==> config.mk <==
export PLATFORM = sky130hd
export DESIGN_NAME = sha256_stream_hasher_flat
export DESIGN_NICKNAME = d
export VERILOG_FILES = /design/src/hw/rtl/sha_pkg.sv /design/src/hw/rtl/sha_stream_if.sv /design/src/hw/rtl/sha_core.sv /design/src/hw/rtl/sha256_stream_hasher.sv /design/src/flat_wrapper.sv
export SDC_FILE = /design/constraint.sdc
export NUM_CORES = 2
export LEC_CHECK = 0
export ABC_AREA = 0
export BUFFER_PORTS_ARGS = -buffer_cell sky130_fd_sc_hd__buf_2
export CORE_UTILIZATION = 68
export CTS_CLUSTER_DIAMETER = 30
export DETAILED_ROUTE_END_ITERATION = 10
export HOLD_SLACK_MARGIN = 0.06
export PLACE_DENSITY = 0.86
export SLEW_MARGIN = 20
export SYNTH_ARGS = -nofsm -noshare
export SYNTH_HDL_FRONTEND = slang
export SYNTH_SLANG_ARGS = --single-unit
==> constraint.sdc <==
create_clock -name clk -period 27.3 [get_ports clk]
set_clock_uncertainty 0.1 [all_clocks]
set_input_delay 2.73 -clock clk [delete_from_list [all_inputs] [get_ports clk]]
set_output_delay 2.73 -clock clk [all_outputs]
set_load 0.02 [all_outputs]
==> src/hw/rtl/sha_pkg.sv <==
// Shared types, constants and round functions of the SHA-256 hasher.
// No dependencies.
`timescale 1ns / 1ps

package sha_pkg;

    typedef enum logic [2:0] {
        ST_IDLE,
        ST_ROUND,
        ST_UPDATE,
        ST_PAD,
        ST_LEN,
        ST_EMIT
    } state_t;

    typedef enum logic [2:0] {
        CORE_HOLD,
        CORE_BYTE,
        CORE_ROUND,
        CORE_UPDATE,
        CORE_INIT
    } core_op_t;

    typedef struct packed {
        core_op_t    op;
        logic [7:0]  byte_val;
        logic [5:0]  round;
    } core_ctl_t;

    localparam logic [7:0] PAD_MARK = 8'h80;
    localparam logic [7:0] PAD_ZERO = 8'h00;
    localparam logic [5:0] LAST_SLOT = 6'd63;
    localparam logic [5:0] LEN_START_SLOT = 6'd55;
    localparam logic [5:0] LAST_ROUND = 6'd63;

    localparam logic [255:0] INIT_CHAIN = {
        32'h6a09e667, 32'hbb67ae85, 32'h3c6ef372, 32'ha54ff53a,
        32'h510e527f, 32'h9b05688c, 32'h1f83d9ab, 32'h5be0cd19
    };

    localparam logic [31:0] K_TABLE [0:63] = '{
        32'h428a2f98, 32'h71374491, 32'hb5c0fbcf, 32'he9b5dba5,
        32'h3956c25b, 32'h59f111f1, 32'h923f82a4, 32'hab1c5ed5,
        32'hd807aa98, 32'h12835b01, 32'h243185be, 32'h550c7dc3,
        32'h72be5d74, 32'h80deb1fe, 32'h9bdc06a7, 32'hc19bf174,
        32'he49b69c1, 32'hefbe4786, 32'h0fc19dc6, 32'h240ca1cc,
        32'h2de92c6f, 32'h4a7484aa, 32'h5cb0a9dc, 32'h76f988da,
        32'h983e5152, 32'ha831c66d, 32'hb00327c8, 32'hbf597fc7,
        32'hc6e00bf3, 32'hd5a79147, 32'h06ca6351, 32'h14292967,
        32'h27b70a85, 32'h2e1b2138, 32'h4d2c6dfc, 32'h53380d13,
        32'h650a7354, 32'h766a0abb, 32'h81c2c92e, 32'h92722c85,
        32'ha2bfe8a1, 32'ha81a664b, 32'hc24b8b70, 32'hc76c51a3,
        32'hd192e819, 32'hd6990624, 32'hf40e3585, 32'h106aa070,
        32'h19a4c116, 32'h1e376c08, 32'h2748774c, 32'h34b0bcb5,
        32'h391c0cb3, 32'h4ed8aa4a, 32'h5b9cca4f, 32'h682e6ff3,
        32'h748f82ee, 32'h78a5636f, 32'h84c87814, 32'h8cc70208,
        32'h90befffa, 32'ha4506ceb, 32'hbef9a3f7, 32'hc67178f2
    };

    function automatic logic [31:0] big0(input logic [31:0] x);
        return {x[1:0], x[31:2]} ^ {x[12:0], x[31:13]} ^ {x[21:0], x[31:22]};
    endfunction

    function automatic logic [31:0] big1(input logic [31:0] x);
        return {x[5:0], x[31:6]} ^ {x[10:0], x[31:11]} ^ {x[24:0], x[31:25]};
    endfunction

    function automatic logic [31:0] small0(input logic [31:0] x);
        return {x[6:0], x[31:7]} ^ {x[17:0], x[31:18]} ^ {3'b000, x[31:3]};
    endfunction

    function automatic logic [31:0] small1(input logic [31:0] x);
        return {x[16:0], x[31:17]} ^ {x[18:0], x[31:19]} ^ {10'd0, x[31:10]};
    endfunction

endpackage

==> src/hw/rtl/sha_stream_if.sv <==
// Valid/ready channels of the SHA-256 hasher: message items in, digests out.
// No dependencies.
`timescale 1ns / 1ps

interface sha_in_if;
    logic       valid;
    logic       ready;
    logic [7:0] data_byte;
    logic       has_byte;
    logic       is_last;

    modport source (output valid, data_byte, has_byte, is_last, input ready);
    modport sink (input valid, data_byte, has_byte, is_last, output ready);
endinterface

interface sha_out_if;
    logic        valid;
    logic        ready;
    logic [63:0] digest_part0;
    logic [63:0] digest_part1;
    logic [63:0] digest_part2;
    logic [63:0] digest_part3;

    modport source (output valid, digest_part0, digest_part1, digest_part2, digest_part3,
                    input ready);
    modport sink (input valid, digest_part0, digest_part1, digest_part2, digest_part3,
                  output ready);
endinterface

==> src/hw/rtl/sha_core.sv <==
// SHA-256 compression datapath: 512-bit block/schedule shift line, one shared
// round unit, working and chaining words. Depends on sha_pkg.
`timescale 1ns / 1ps

module sha_core (
    input  logic                clk,
    input  logic                rst_n,
    input  sha_pkg::core_ctl_t  ctl,
    output logic [255:0]        chain
);

    logic [511:0] w_reg;
    logic [511:0] w_next;
    logic [255:0] v_reg;
    logic [255:0] v_next;
    logic [255:0] h_reg;
    logic [255:0] h_next;

    logic [31:0] va, vb, vc, vd, ve, vf, vg, vh;
    logic [31:0] w0, w1, w9, w14;
    logic [31:0] w_new;
    logic [31:0] t1;
    logic [31:0] t2;
    logic [255:0] h_sum;

    assign {va, vb, vc, vd, ve, vf, vg, vh} = v_reg;
    assign w0  = w_reg[511:480];
    assign w1  = w_reg[479:448];
    assign w9  = w_reg[223:192];
    assign w14 = w_reg[63:32];

    assign w_new = sha_pkg::small1(w14) + w9 + sha_pkg::small0(w1) + w0;
    assign t1 = vh + sha_pkg::big1(ve) + ((ve & vf) ^ (~ve & vg))
              + sha_pkg::K_TABLE[ctl.round] + w0;
    assign t2 = sha_pkg::big0(va) + ((va & vb) ^ (va & vc) ^ (vb & vc));

    always_comb
    begin
        for (int i = 0; i < 8; i++)
        begin
            h_sum[i*32 +: 32] = h_reg[i*32 +: 32] + v_reg[i*32 +: 32];
        end
    end

    always_comb
    begin
        w_next = w_reg;
        v_next = v_reg;
        h_next = h_reg;
        unique case (ctl.op)
            sha_pkg::CORE_BYTE:
            begin
                w_next = {w_reg[503:0], ctl.byte_val};
            end
            sha_pkg::CORE_ROUND:
            begin
                w_next = {w_reg[479:0], w_new};
                v_next = {t1 + t2, va, vb, vc, vd + t1, ve, vf, vg};
            end
            sha_pkg::CORE_UPDATE:
            begin
                h_next = h_sum;
                v_next = h_sum;
            end
            sha_pkg::CORE_INIT:
            begin
                h_next = sha_pkg::INIT_CHAIN;
                v_next = sha_pkg::INIT_CHAIN;
            end
            sha_pkg::CORE_HOLD:
            begin
                w_next = w_reg;
            end
            default:
            begin
                w_next = w_reg;
            end
        endcase
    end

    always_ff @(posedge clk)
    begin
        w_reg <= w_next;
    end

    always_ff @(posedge clk or negedge rst_n)
    begin
        if (!rst_n)
        begin
            v_reg <= sha_pkg::INIT_CHAIN;
            h_reg <= sha_pkg::INIT_CHAIN;
        end
        else
        begin
            v_reg <= v_next;
            h_reg <= h_next;
        end
    end

    assign chain = h_reg;

endmodule

==> src/hw/rtl/sha256_stream_hasher.sv <==
// SHA-256 stream hasher: one byte item per cycle while idle; a full block costs
// 64 rounds plus one chaining update in the shared round unit, during which no
// item is accepted. Last item: padding and length bytes go in one per cycle, then
// one or two compressions and a load of the digest once the output register is free.
// Async active-low reset restores the initial chaining words and an empty
// message. Depends on sha_pkg, sha_core and the sha_in_if / sha_out_if interfaces.
`timescale 1ns / 1ps

module sha256_stream_hasher (
    input  logic        clk,
    input  logic        rst_n,
    sha_in_if.sink      msg,
    sha_out_if.source   digest
);

    sha_pkg::state_t     state_reg;
    sha_pkg::state_t     state_next;
    logic [5:0]          fill_reg;
    logic [5:0]          fill_next;
    logic [5:0]          round_reg;
    logic [5:0]          round_next;
    logic [63:0]         total_reg;
    logic [63:0]         total_next;
    logic [63:0]         len_reg;
    logic [63:0]         len_next;
    logic                finish_reg;
    logic                finish_next;
    logic                first_reg;
    logic                first_next;
    logic                final_reg;
    logic                final_next;
    logic                out_valid_reg;
    logic                out_valid_next;
    logic [255:0]        digest_reg;
    logic [255:0]        digest_next;

    logic                accept;
    logic                inject;
    logic [7:0]          inject_byte;
    logic                block_full;
    logic                emit_load;
    logic [63:0]         total_inc;
    sha_pkg::core_ctl_t  core_ctl;
    logic [255:0]        chain;

    sha_core u_core (
        .clk   (clk),
        .rst_n (rst_n),
        .ctl   (core_ctl),
        .chain (chain)
    );

    assign msg.ready = (state_reg == sha_pkg::ST_IDLE);
    assign accept = msg.valid && msg.ready;
    assign emit_load = (state_reg == sha_pkg::ST_EMIT) && (!out_valid_reg || digest.ready);
    assign total_inc = (accept && msg.has_byte) ? total_reg + 64'd1 : total_reg;

    always_comb
    begin
        unique case (state_reg)
            sha_pkg::ST_IDLE:
            begin
                inject      = accept && msg.has_byte;
                inject_byte = msg.data_byte;
            end
            sha_pkg::ST_PAD:
            begin
                inject      = 1'b1;
                inject_byte = first_reg ? sha_pkg::PAD_MARK : sha_pkg::PAD_ZERO;
            end
            sha_pkg::ST_LEN:
            begin
                inject      = 1'b1;
                inject_byte = len_reg[63:56];
            end
            default:
            begin
                inject      = 1'b0;
                inject_byte = sha_pkg::PAD_ZERO;
            end
        endcase
    end

    assign block_full = inject && (fill_reg == sha_pkg::LAST_SLOT);

    always_comb
    begin
        state_next = state_reg;
        unique case (state_reg)
            sha_pkg::ST_IDLE:
            begin
                if (accept)
                begin
                    priority if (block_full)
                        state_next = sha_pkg::ST_ROUND;
                    else if (msg.is_last)
                        state_next = sha_pkg::ST_PAD;
                    else
                        state_next = state_reg;
                end
            end
            sha_pkg::ST_ROUND:
            begin
                if (round_reg == sha_pkg::LAST_ROUND)
                    state_next = sha_pkg::ST_UPDATE;
            end
            sha_pkg::ST_UPDATE:
            begin
                priority if (final_reg)
                    state_next = sha_pkg::ST_EMIT;
                else if (finish_reg)
                    state_next = sha_pkg::ST_PAD;
                else
                    state_next = sha_pkg::ST_IDLE;
            end
            sha_pkg::ST_PAD:
            begin
                priority if (block_full)
                    state_next = sha_pkg::ST_ROUND;
                else if (fill_reg == sha_pkg::LEN_START_SLOT)
                    state_next = sha_pkg::ST_LEN;
                else
                    state_next = state_reg;
            end
            sha_pkg::ST_LEN:
            begin
                if (block_full)
                    state_next = sha_pkg::ST_ROUND;
            end
            sha_pkg::ST_EMIT:
            begin
                if (emit_load)
                    state_next = sha_pkg::ST_IDLE;
            end
            default:
            begin
                state_next = sha_pkg::ST_IDLE;
            end
        endcase
    end

    always_comb
    begin
        fill_next      = inject ? fill_reg + 6'd1 : fill_reg;
        total_next     = emit_load ? 64'd0 : total_inc;
        round_next     = (state_reg == sha_pkg::ST_ROUND) ? round_reg + 6'd1 : round_reg;
        len_next       = len_reg;
        finish_next    = finish_reg;
        first_next     = first_reg;
        final_next     = final_reg;
        core_ctl.byte_val = inject_byte;
        core_ctl.round    = round_reg;
        core_ctl.op       = sha_pkg::CORE_HOLD;

        if (accept && msg.is_last)
        begin
            finish_next = 1'b1;
            first_next  = 1'b1;
            len_next    = {total_inc[60:0], 3'b000};
        end
        if (state_reg == sha_pkg::ST_PAD)
            first_next = 1'b0;
        if (state_reg == sha_pkg::ST_LEN)
            len_next = {len_reg[55:0], 8'h00};
        if (state_reg == sha_pkg::ST_LEN && block_full)
            final_next = 1'b1;
        if (emit_load)
        begin
            finish_next = 1'b0;
            final_next  = 1'b0;
        end

        priority if (inject)
            core_ctl.op = sha_pkg::CORE_BYTE;
        else if (state_reg == sha_pkg::ST_ROUND)
            core_ctl.op = sha_pkg::CORE_ROUND;
        else if (state_reg == sha_pkg::ST_UPDATE)
            core_ctl.op = sha_pkg::CORE_UPDATE;
        else if (emit_load)
            core_ctl.op = sha_pkg::CORE_INIT;
        else
            core_ctl.op = sha_pkg::CORE_HOLD;

        out_valid_next = emit_load || (out_valid_reg && !digest.ready);
        digest_next    = emit_load ? chain : digest_reg;
    end

    always_ff @(posedge clk or negedge rst_n)
    begin
        if (!rst_n)
        begin
            state_reg     <= sha_pkg::ST_IDLE;
            fill_reg      <= 6'd0;
            round_reg     <= 6'd0;
            total_reg     <= 64'd0;
            finish_reg    <= 1'b0;
            first_reg     <= 1'b0;
            final_reg     <= 1'b0;
            out_valid_reg <= 1'b0;
        end
        else
        begin
            state_reg     <= state_next;
            fill_reg      <= fill_next;
            round_reg     <= round_next;
            total_reg     <= total_next;
            finish_reg    <= finish_next;
            first_reg     <= first_next;
            final_reg     <= final_next;
            out_valid_reg <= out_valid_next;
        end
    end

    always_ff @(posedge clk)
    begin
        len_reg    <= len_next;
        digest_reg <= digest_next;
    end

    assign digest.valid        = out_valid_reg;
    assign digest.digest_part0 = digest_reg[255:192];
    assign digest.digest_part1 = digest_reg[191:128];
    assign digest.digest_part2 = digest_reg[127:64];
    assign digest.digest_part3 = digest_reg[63:0];

endmodule

==> src/flat_wrapper.sv <==
// flat-port wrapper written by rule: the top's interface ports become plain ports
module sha256_stream_hasher_flat 
  (clk, rst_n, msg_valid, msg_data_byte, msg_has_byte, msg_is_last, msg_ready, digest_valid, digest_digest_part0, digest_digest_part1, digest_digest_part2, digest_digest_part3, digest_ready);
  sha_in_if msg_i ();
  sha_out_if digest_i ();
  input  logic clk;
  input  logic rst_n;
  input wire logic [$bits(msg_i.valid)-1:0] msg_valid;
  input wire logic [$bits(msg_i.data_byte)-1:0] msg_data_byte;
  input wire logic [$bits(msg_i.has_byte)-1:0] msg_has_byte;
  input wire logic [$bits(msg_i.is_last)-1:0] msg_is_last;
  output wire logic [$bits(msg_i.ready)-1:0] msg_ready;
  output wire logic [$bits(digest_i.valid)-1:0] digest_valid;
  output wire logic [$bits(digest_i.digest_part0)-1:0] digest_digest_part0;
  output wire logic [$bits(digest_i.digest_part1)-1:0] digest_digest_part1;
  output wire logic [$bits(digest_i.digest_part2)-1:0] digest_digest_part2;
  output wire logic [$bits(digest_i.digest_part3)-1:0] digest_digest_part3;
  input wire logic [$bits(digest_i.ready)-1:0] digest_ready;
  assign msg_i.valid = msg_valid;
  assign msg_i.data_byte = msg_data_byte;
  assign msg_i.has_byte = msg_has_byte;
  assign msg_i.is_last = msg_is_last;
  assign msg_ready = msg_i.ready;
  assign digest_valid = digest_i.valid;
  assign digest_digest_part0 = digest_i.digest_part0;
  assign digest_digest_part1 = digest_i.digest_part1;
  assign digest_digest_part2 = digest_i.digest_part2;
  assign digest_digest_part3 = digest_i.digest_part3;
  assign digest_i.ready = digest_ready;
  sha256_stream_hasher u_core (.clk(clk), .rst_n(rst_n), .msg(msg_i), .digest(digest_i));
endmodule
**Word level (Yosys, flattened, before mapping)**

Memories as Yosys holds them, arrays and structs flattened.
Cells that the tools add are included.

- Output and inout port bits: 258
- Latch bits: 0
- Flip-flop bits (word level): 1,424
- Input bits: 14
- Logic and storage cells: 129
- Memories kept: 1
- RAM bits: 0
- Memory bits (read-only): 2,048

- Multipliers: 0
- $lt $le $gt $ge: 1
- Bitwise gates (word level): 18
- Mux-type cells: 32
- Shift operators: 0
- Add/subtract/negate cells: 21
- Divide/modulo/power cells: 0
- Equality and inequality tests: 18
- Reductions and logical operators: 22

Memories:

| memory | words | bits a word | read ports | clocked after memory_dff | write ports | line | source |
|---|---|---|---|---|---|---|---|
| (name not given) | 64 | 32 | 1 | 0 | 0 | sha_core.sv:34 | `+ sha_pkg::K_TABLE[ctl.round] + w0;` |

Operators by type and width:

| cell | number |
|---|---|
| $pmux W512 S2 | 1 |
| $pmux W256 S3 | 1 |
| $add A32 B32 Y32 | 18 |
| $pmux W256 S2 | 1 |
| $xor A32 B32 Y32 | 9 |
| $mux W64 | 4 |
| $and A32 B32 Y32 | 5 |
| $add A64 B1 Y64 const B | 1 |
| $mux W32 | 2 |
| $mux W3 | 13 |
| $not A32 Y32 | 1 |
| $xor A32 B22 Y32 | 1 |
| $xor A32 B29 Y32 | 1 |
| $pmux W8 S3 | 1 |
| $eq A6 B6 Y1 const B | 3 |
| $pmux W3 S6 | 1 |
| $reduce_bool A2 Y1 | 7 |
| $add A6 B1 Y6 const B | 2 |
| $eq A3 B2 Y1 const B | 4 |
| $eq A3 B3 Y1 const B | 3 |
| $mux W8 | 1 |
| $ge A7 B7 Y1 const B | 1 |
| $logic_and A1 B1 Y1 | 7 |
| $not A6 Y7 | 1 |
| other kinds (14) | 23 |

**Depth between registers and ports, before layout**

- Depth in word-level cells: 9
- Depth in mapped cells: 40
- Gate-level depth less buffers: 38

**Cells and area by module**

From an unflattened synthesis, not the netlist that was laid out.

- Cells, all modules: 8,906
- Area, all modules: 85,146.7 µm²

Modules (own cells, without submodules):

| module | area an instance (µm²) | times used | cells each | seq. area each (µm²) |
|---|---|---|---|---|
| sha_core | 70,847.9 | 1 | 8,014 | 28,527.4 |
| sha256_stream_hasher | 14,298.7 | 1 | 892 | 11,471.0 |

**Worst setup path before layout**

No wires, ideal clock.

- Path type: input to register
- From: input port msg_has_byte
- To: register u_core.u_core.w_reg[0] (enable)
- Stages: 4
- Setup time: 0.972 ns
- Data required time: 26.228 ns
- Buffers on the path: 1
- Arrival: 15.492 ns
- Path slack: 10.736 ns
- Path through: and3_1 buf_4 nand3b_1 nand2b_1

- Longest elaborated chain between the ends: 5
- Elaborated cells between the ends (all ways): 6
- Classes of those cells: 2 x eq/ne; 2 x mux; 2 x reduce/logical

Ends and longest elaborated chain:

| what | line | source |
|---|---|---|
| start: declaration | flat_wrapper.sv:10 | `input wire logic [$bits(msg_i.has_byte)-1:0] msg_has_byte;` |
| $logic_and A1 B1 Y1 (*) | sha256_stream_hasher.sv:63 | `inject = accept && msg.has_byte;` |
| $pmux W1 S2 (*) | sha256_stream_hasher.sv:60 | `unique case (state_reg)` |
| $mux W3 (*) | sha256_stream_hasher.sv:173 | `priority if (inject)` |
| $eq A3 B2 Y1 / $eq A3 B1 Y1 (equally long branches) | sha_core.sv:50 | `unique case (ctl.op)` |
| $reduce_bool A2 Y1 (no line) (*) | - |  |
| end signal: assignment | sha_core.sv:83 | `w_reg <= w_next;` |
| end: declaration | sha_core.sv:12 | `logic [511:0] w_reg;` |

Every way passes the cells marked *; elsewhere a longest branch is shown, timed or not.
A chain may end at the register's enable or synchronous reset.

**Worst setup path after layout**

- From: register u_core.round_reg[1]
- To: register u_core.u_core.v_reg[255]

- Longest elaborated chain between the ends: 8

Ends and longest elaborated chain:

| what | line | source |
|---|---|---|
| start: declaration | sha256_stream_hasher.sv:20 | `logic [5:0] round_reg;` |
| start signal: assignment | sha256_stream_hasher.sv:205 | `round_reg <= round_next;` |
| $not A6 Y7 (not written as such) | sha_core.sv:34 |  |
| $mem_v2 Z64 W32 | - |  |
| $mux W32 (not written as such) (2 in series) | sha_core.sv:34 |  |
| $add A32 B32 Y32 (2 in series) | sha_core.sv:34 |  |
| $add A32 B32 Y32 | sha_core.sv:58 | `v_next = {t1 + t2, va, vb, vc, vd + t1, ve, vf, vg};` |
| $pmux W256 S3 | sha_core.sv:50 |  |
| end signal: assignment | sha_core.sv:90 | `v_reg <= sha_pkg::INIT_CHAIN;` |
| end signal: assignment | sha_core.sv:95 | `v_reg <= v_next;` |
| end: declaration | sha_core.sv:14 | `logic [255:0] v_reg;` |

No other way between the ends. The select of a mux whose other input is x is not followed.

==> results.json <==
{
  "clock_latency_ns": 0.89,
  "drt_iter0_drc": 10100,
  "dr.pass1.iters": 7,
  "crit_type": "flip-flop to flip-flop",
  "worstHoldStart": "u_core.u_core.chain[78]$_DFFE_PN1N_",
  "crit_fanout": 17,
  "cts_max_level": 5,
  "hold_path.class": "flip-flop to flip-flop",
  "synthSimpleGateAreaFrac_pct": 15.7,
  "fin_crit_sh_pct": 33.7,
  "cp-end-kind": "flip-flop",
  "antenna_found_initial": 9,
  "grt_use_total_pct": 43.4,
  "rows": 128,
  "r2r_cells": 35,
  "netlist_area_mm2": 0.0835,
  "finalSetupTns_ns": 0,
  "fin_area_mm2": 0.0957,
  "crit_path_start_kind": "flip-flop",
  "finalNetCount": 9426,
  "crit_path_frequent_cell": "a21oi_1",
  "grt_pass1_wl_mm": 411,
  "clkSlewWorstSetupHoldPaths_ns": 0.05,
  "slew_headroom_pct": 19.2,
  "cts_hold_buffers": 0,
  "grt_max_degree": 241,
  "slew_violations": 0,
  "dieArea_mm2": 0.124,
  "io_pins": 272,
  "synth_xor_area_share_pct": 6.97,
  "detailed_place.area_mm2": 0.0857,
  "max_freq_ghz": 0.109,
  "syn-instance-count": 8676,
  "area_delta_synth_final_pct": 14.6,
  "async_flop_share_pct": 41.7,
  "ys_warn_count": 0,
  "clockBufferDepth": 4,
  "synth_top_family_by_area": "simple AND/OR/NAND/NOR gates",
  "grt.overflow.total": 0,
  "drive_gt1_share_pct": 12.9,
  "vias": 70200,
  "ys_ff_latch": 1421,
  "finalHoldViolations": 0,
  "wl_per_cell_um": 25.7,
  "post-cts-setup-buffers": 0,
  "rsz0062_at_grt": "no",
  "synth_mux_area_share_pct": 1.22,
  "synth-seq-area-share_pct": 47.9,
  "synthDistinctLibCells": 97,
  "grt_pass1_vias": 68500,
  "setup_slack_ns": 18.09,
  "required_ns": 27.93,
  "slowest_stage": "ha_1",
  "ant_nets": 0,
  "synth_ff_type": "edfxtp_1",
  "tightest_slew_ns": 1.21,
  "drt-total-wl_mm": 274,
  "dieWidth_um": 352,
  "fin_crit_ns": 9.21,
  "drc": 0,
  "r2r-end": "u_core.u_core.v_reg[255]$_DFFE_PN0P_",
  "portBuffers": 271,
  "min_path_cells": 2,
  "outcome": "finished clean",
  "start_util_pct": 68.5,
  "synth.avg_cell_area_um2": 9.63,
  "arrival_ns": 9.84,
  "synth_compound_area_share_pct": 13.6,
  "finalWeightedCongestion": 1.03,
  "dp_slack_ns": 18.21,
  "r2r_slack_ns": 18.09,
  "finalSetupViolCount": 0,
  "placeableCoreArea_mm2": 0.122,
  "hold_path_end": "u_core.u_core.chain[78]$_DFFE_PN1N_",
  "hpwlAfterDp_mm": 183,
  "maxCapViolCount": 0,
  "cts_sinks": 1421,
  "cts_root_buffer": "clkbuf_16",
  "vias_per_cell": 6.58,
  "dp_cells": 10100,
  "numCtsBuffers": 293,
  "slowest_delay_ns": 0.81,
  "yosys.area_share.adder_pct": 10.9,
  "die-height_um": 352,
  "rr_startpoint": "u_core.round_reg[1]$_DFFE_PN0P_",
  "largest_reg_flops": 512,
  "syn-num-nets": 9286,
  "synth_edf_count": 824,
  "cts_tree": "built",
  "instances_no_fill": 10700,
  "post_cts_resized": 0
}
## metrics by stage
stage               utilization, %  hold WS [ns]
global route                  78.5         0.391
CTS                           78.5         0.373
global placement              70.3         0.351
floorplan                        -         0.338
detailed placement            70.3         0.363
finish                        78.5         0.373
## layout make-up
class / instances / area (µm²)
clock inverter: 179 / 2170
inverter: 337 / 1270
tap: 1625 / 2030
fill: 7312 / 26200
clock buffer: 335 / 7810
sequential: 1421 / 40000
timing repair buffer: 333 / 1930
antenna: 5 / 12.5
multi-input combinational: 6430 / 40500
## synthesized netlist by cell type (10+ instances only)
cell type / count / share of area [%]
a2111oi_0: 13 / 0.14
a211o_1: 10 / 0.10
a211oi_1: 57 / 0.51
a21boi_0: 10 / 0.090
a21o_1: 224 / 2.0
a21oi_1: 492 / 2.9
a221o_1: 16 / 0.19
a221oi_1: 16 / 0.17
a22oi_1: 31 / 0.28
a311oi_1: 12 / 0.13
a31oi_1: 106 / 0.79
and2_1: 11 / 0.082
and3_1: 58 / 0.43
buf_1: 60 / 0.27
clkbuf_1: 422 / 1.9
dfrtp_1: 320 / 9.6
dfstp_2: 272 / 8.6
edfxtp_1: 824 / 30
fa_1: 195 / 4.7
ha_1: 401 / 6.0
inv_1: 334 / 1.5
maj3_1: 21 / 0.25
mux2_2: 30 / 0.40
mux2i_1: 59 / 0.71
nand2_1: 2188 / 9.8
nand2b_1: 49 / 0.37
nand3_1: 93 / 0.56
nand3b_1: 15 / 0.13
nand4_1: 39 / 0.29
nor2_1: 630 / 2.8
nor2b_1: 29 / 0.22
nor3_1: 52 / 0.31
nor3b_1: 10 / 0.090
o211ai_1: 33 / 0.30
o21a_1: 48 / 0.43
o21ai_0: 520 / 3.1
o21ai_1: 12 / 0.072
o21bai_1: 67 / 0.60
o22ai_1: 16 / 0.12
o31ai_1: 27 / 0.24
or3_1: 12 / 0.090
xnor2_1: 443 / 4.6
xor2_1: 222 / 2.3
## worst max path at each step
stage	endpoint	start
2_1_floorplan	u_core.u_core.w_reg[0]$_DFFE_PP_	msg_has_byte
3_3_place_gp	u_core.u_core.v_reg[255]$_DFFE_PN0P_	u_core.round_reg[1]$_DFFE_PN0P_
3_5_place_dp	u_core.u_core.v_reg[255]$_DFFE_PN0P_	u_core.round_reg[1]$_DFFE_PN0P_
4_1_cts	u_core.u_core.v_reg[255]$_DFFE_PN0P_	u_core.round_reg[1]$_DFFE_PN0P_
5_1_grt	u_core.u_core.v_reg[253]$_DFFE_PN1P_	u_core.round_reg[1]$_DFFE_PN0P_
6_report	u_core.u_core.v_reg[255]$_DFFE_PN0P_	u_core.round_reg[1]$_DFFE_PN0P_
## cells in the final DEF (no fill, tap or decap), types with 272 or more instances in the layout
master     netlist  layout
edfxtp_1       824     824
dfstp_2        272     272
nor2_1         630     628
ha_1           401     401
o21ai_0        520     520
nand2_1       2188    2184
dfrtp_1        320     317
a21oi_1        492     492
xnor2_1        443     443
inv_1          334     334
clkbuf_16        0     299
## critical path, delay by kind of cell, from the launching register on
family,cells,cell delay [ns]
AO/OA/AOI/OAI,17,3.53
flip-flops,1,0.33
adder cells (fa/ha/maj),5,2.59
XOR/XNOR,2,0.42
AND/OR/NAND/NOR,7,1.35
buffers and inverters,4,0.71
## per-layer routing
metal / GRT usage, % / share of wire, %
met1: 58.9 / 37
met2: 65.8 / 44
met3: 9.25 / 12
met4: 23.3 / 6.3
met5: 0 / 0.013
## kinds of logic after synthesis
family                   after synthesis
flip-flops                          1421
AO/OA/AOI/OAI                       1827
XOR/XNOR                             665
adder cells (fa/ha/maj)              617
buffers and inverters                825
AND/OR/NAND/NOR                     3228
multiplexers                          93
Power is not shown: default switching activity piles up to over one toggle a cycle in this logic, so the estimate is an artifact.
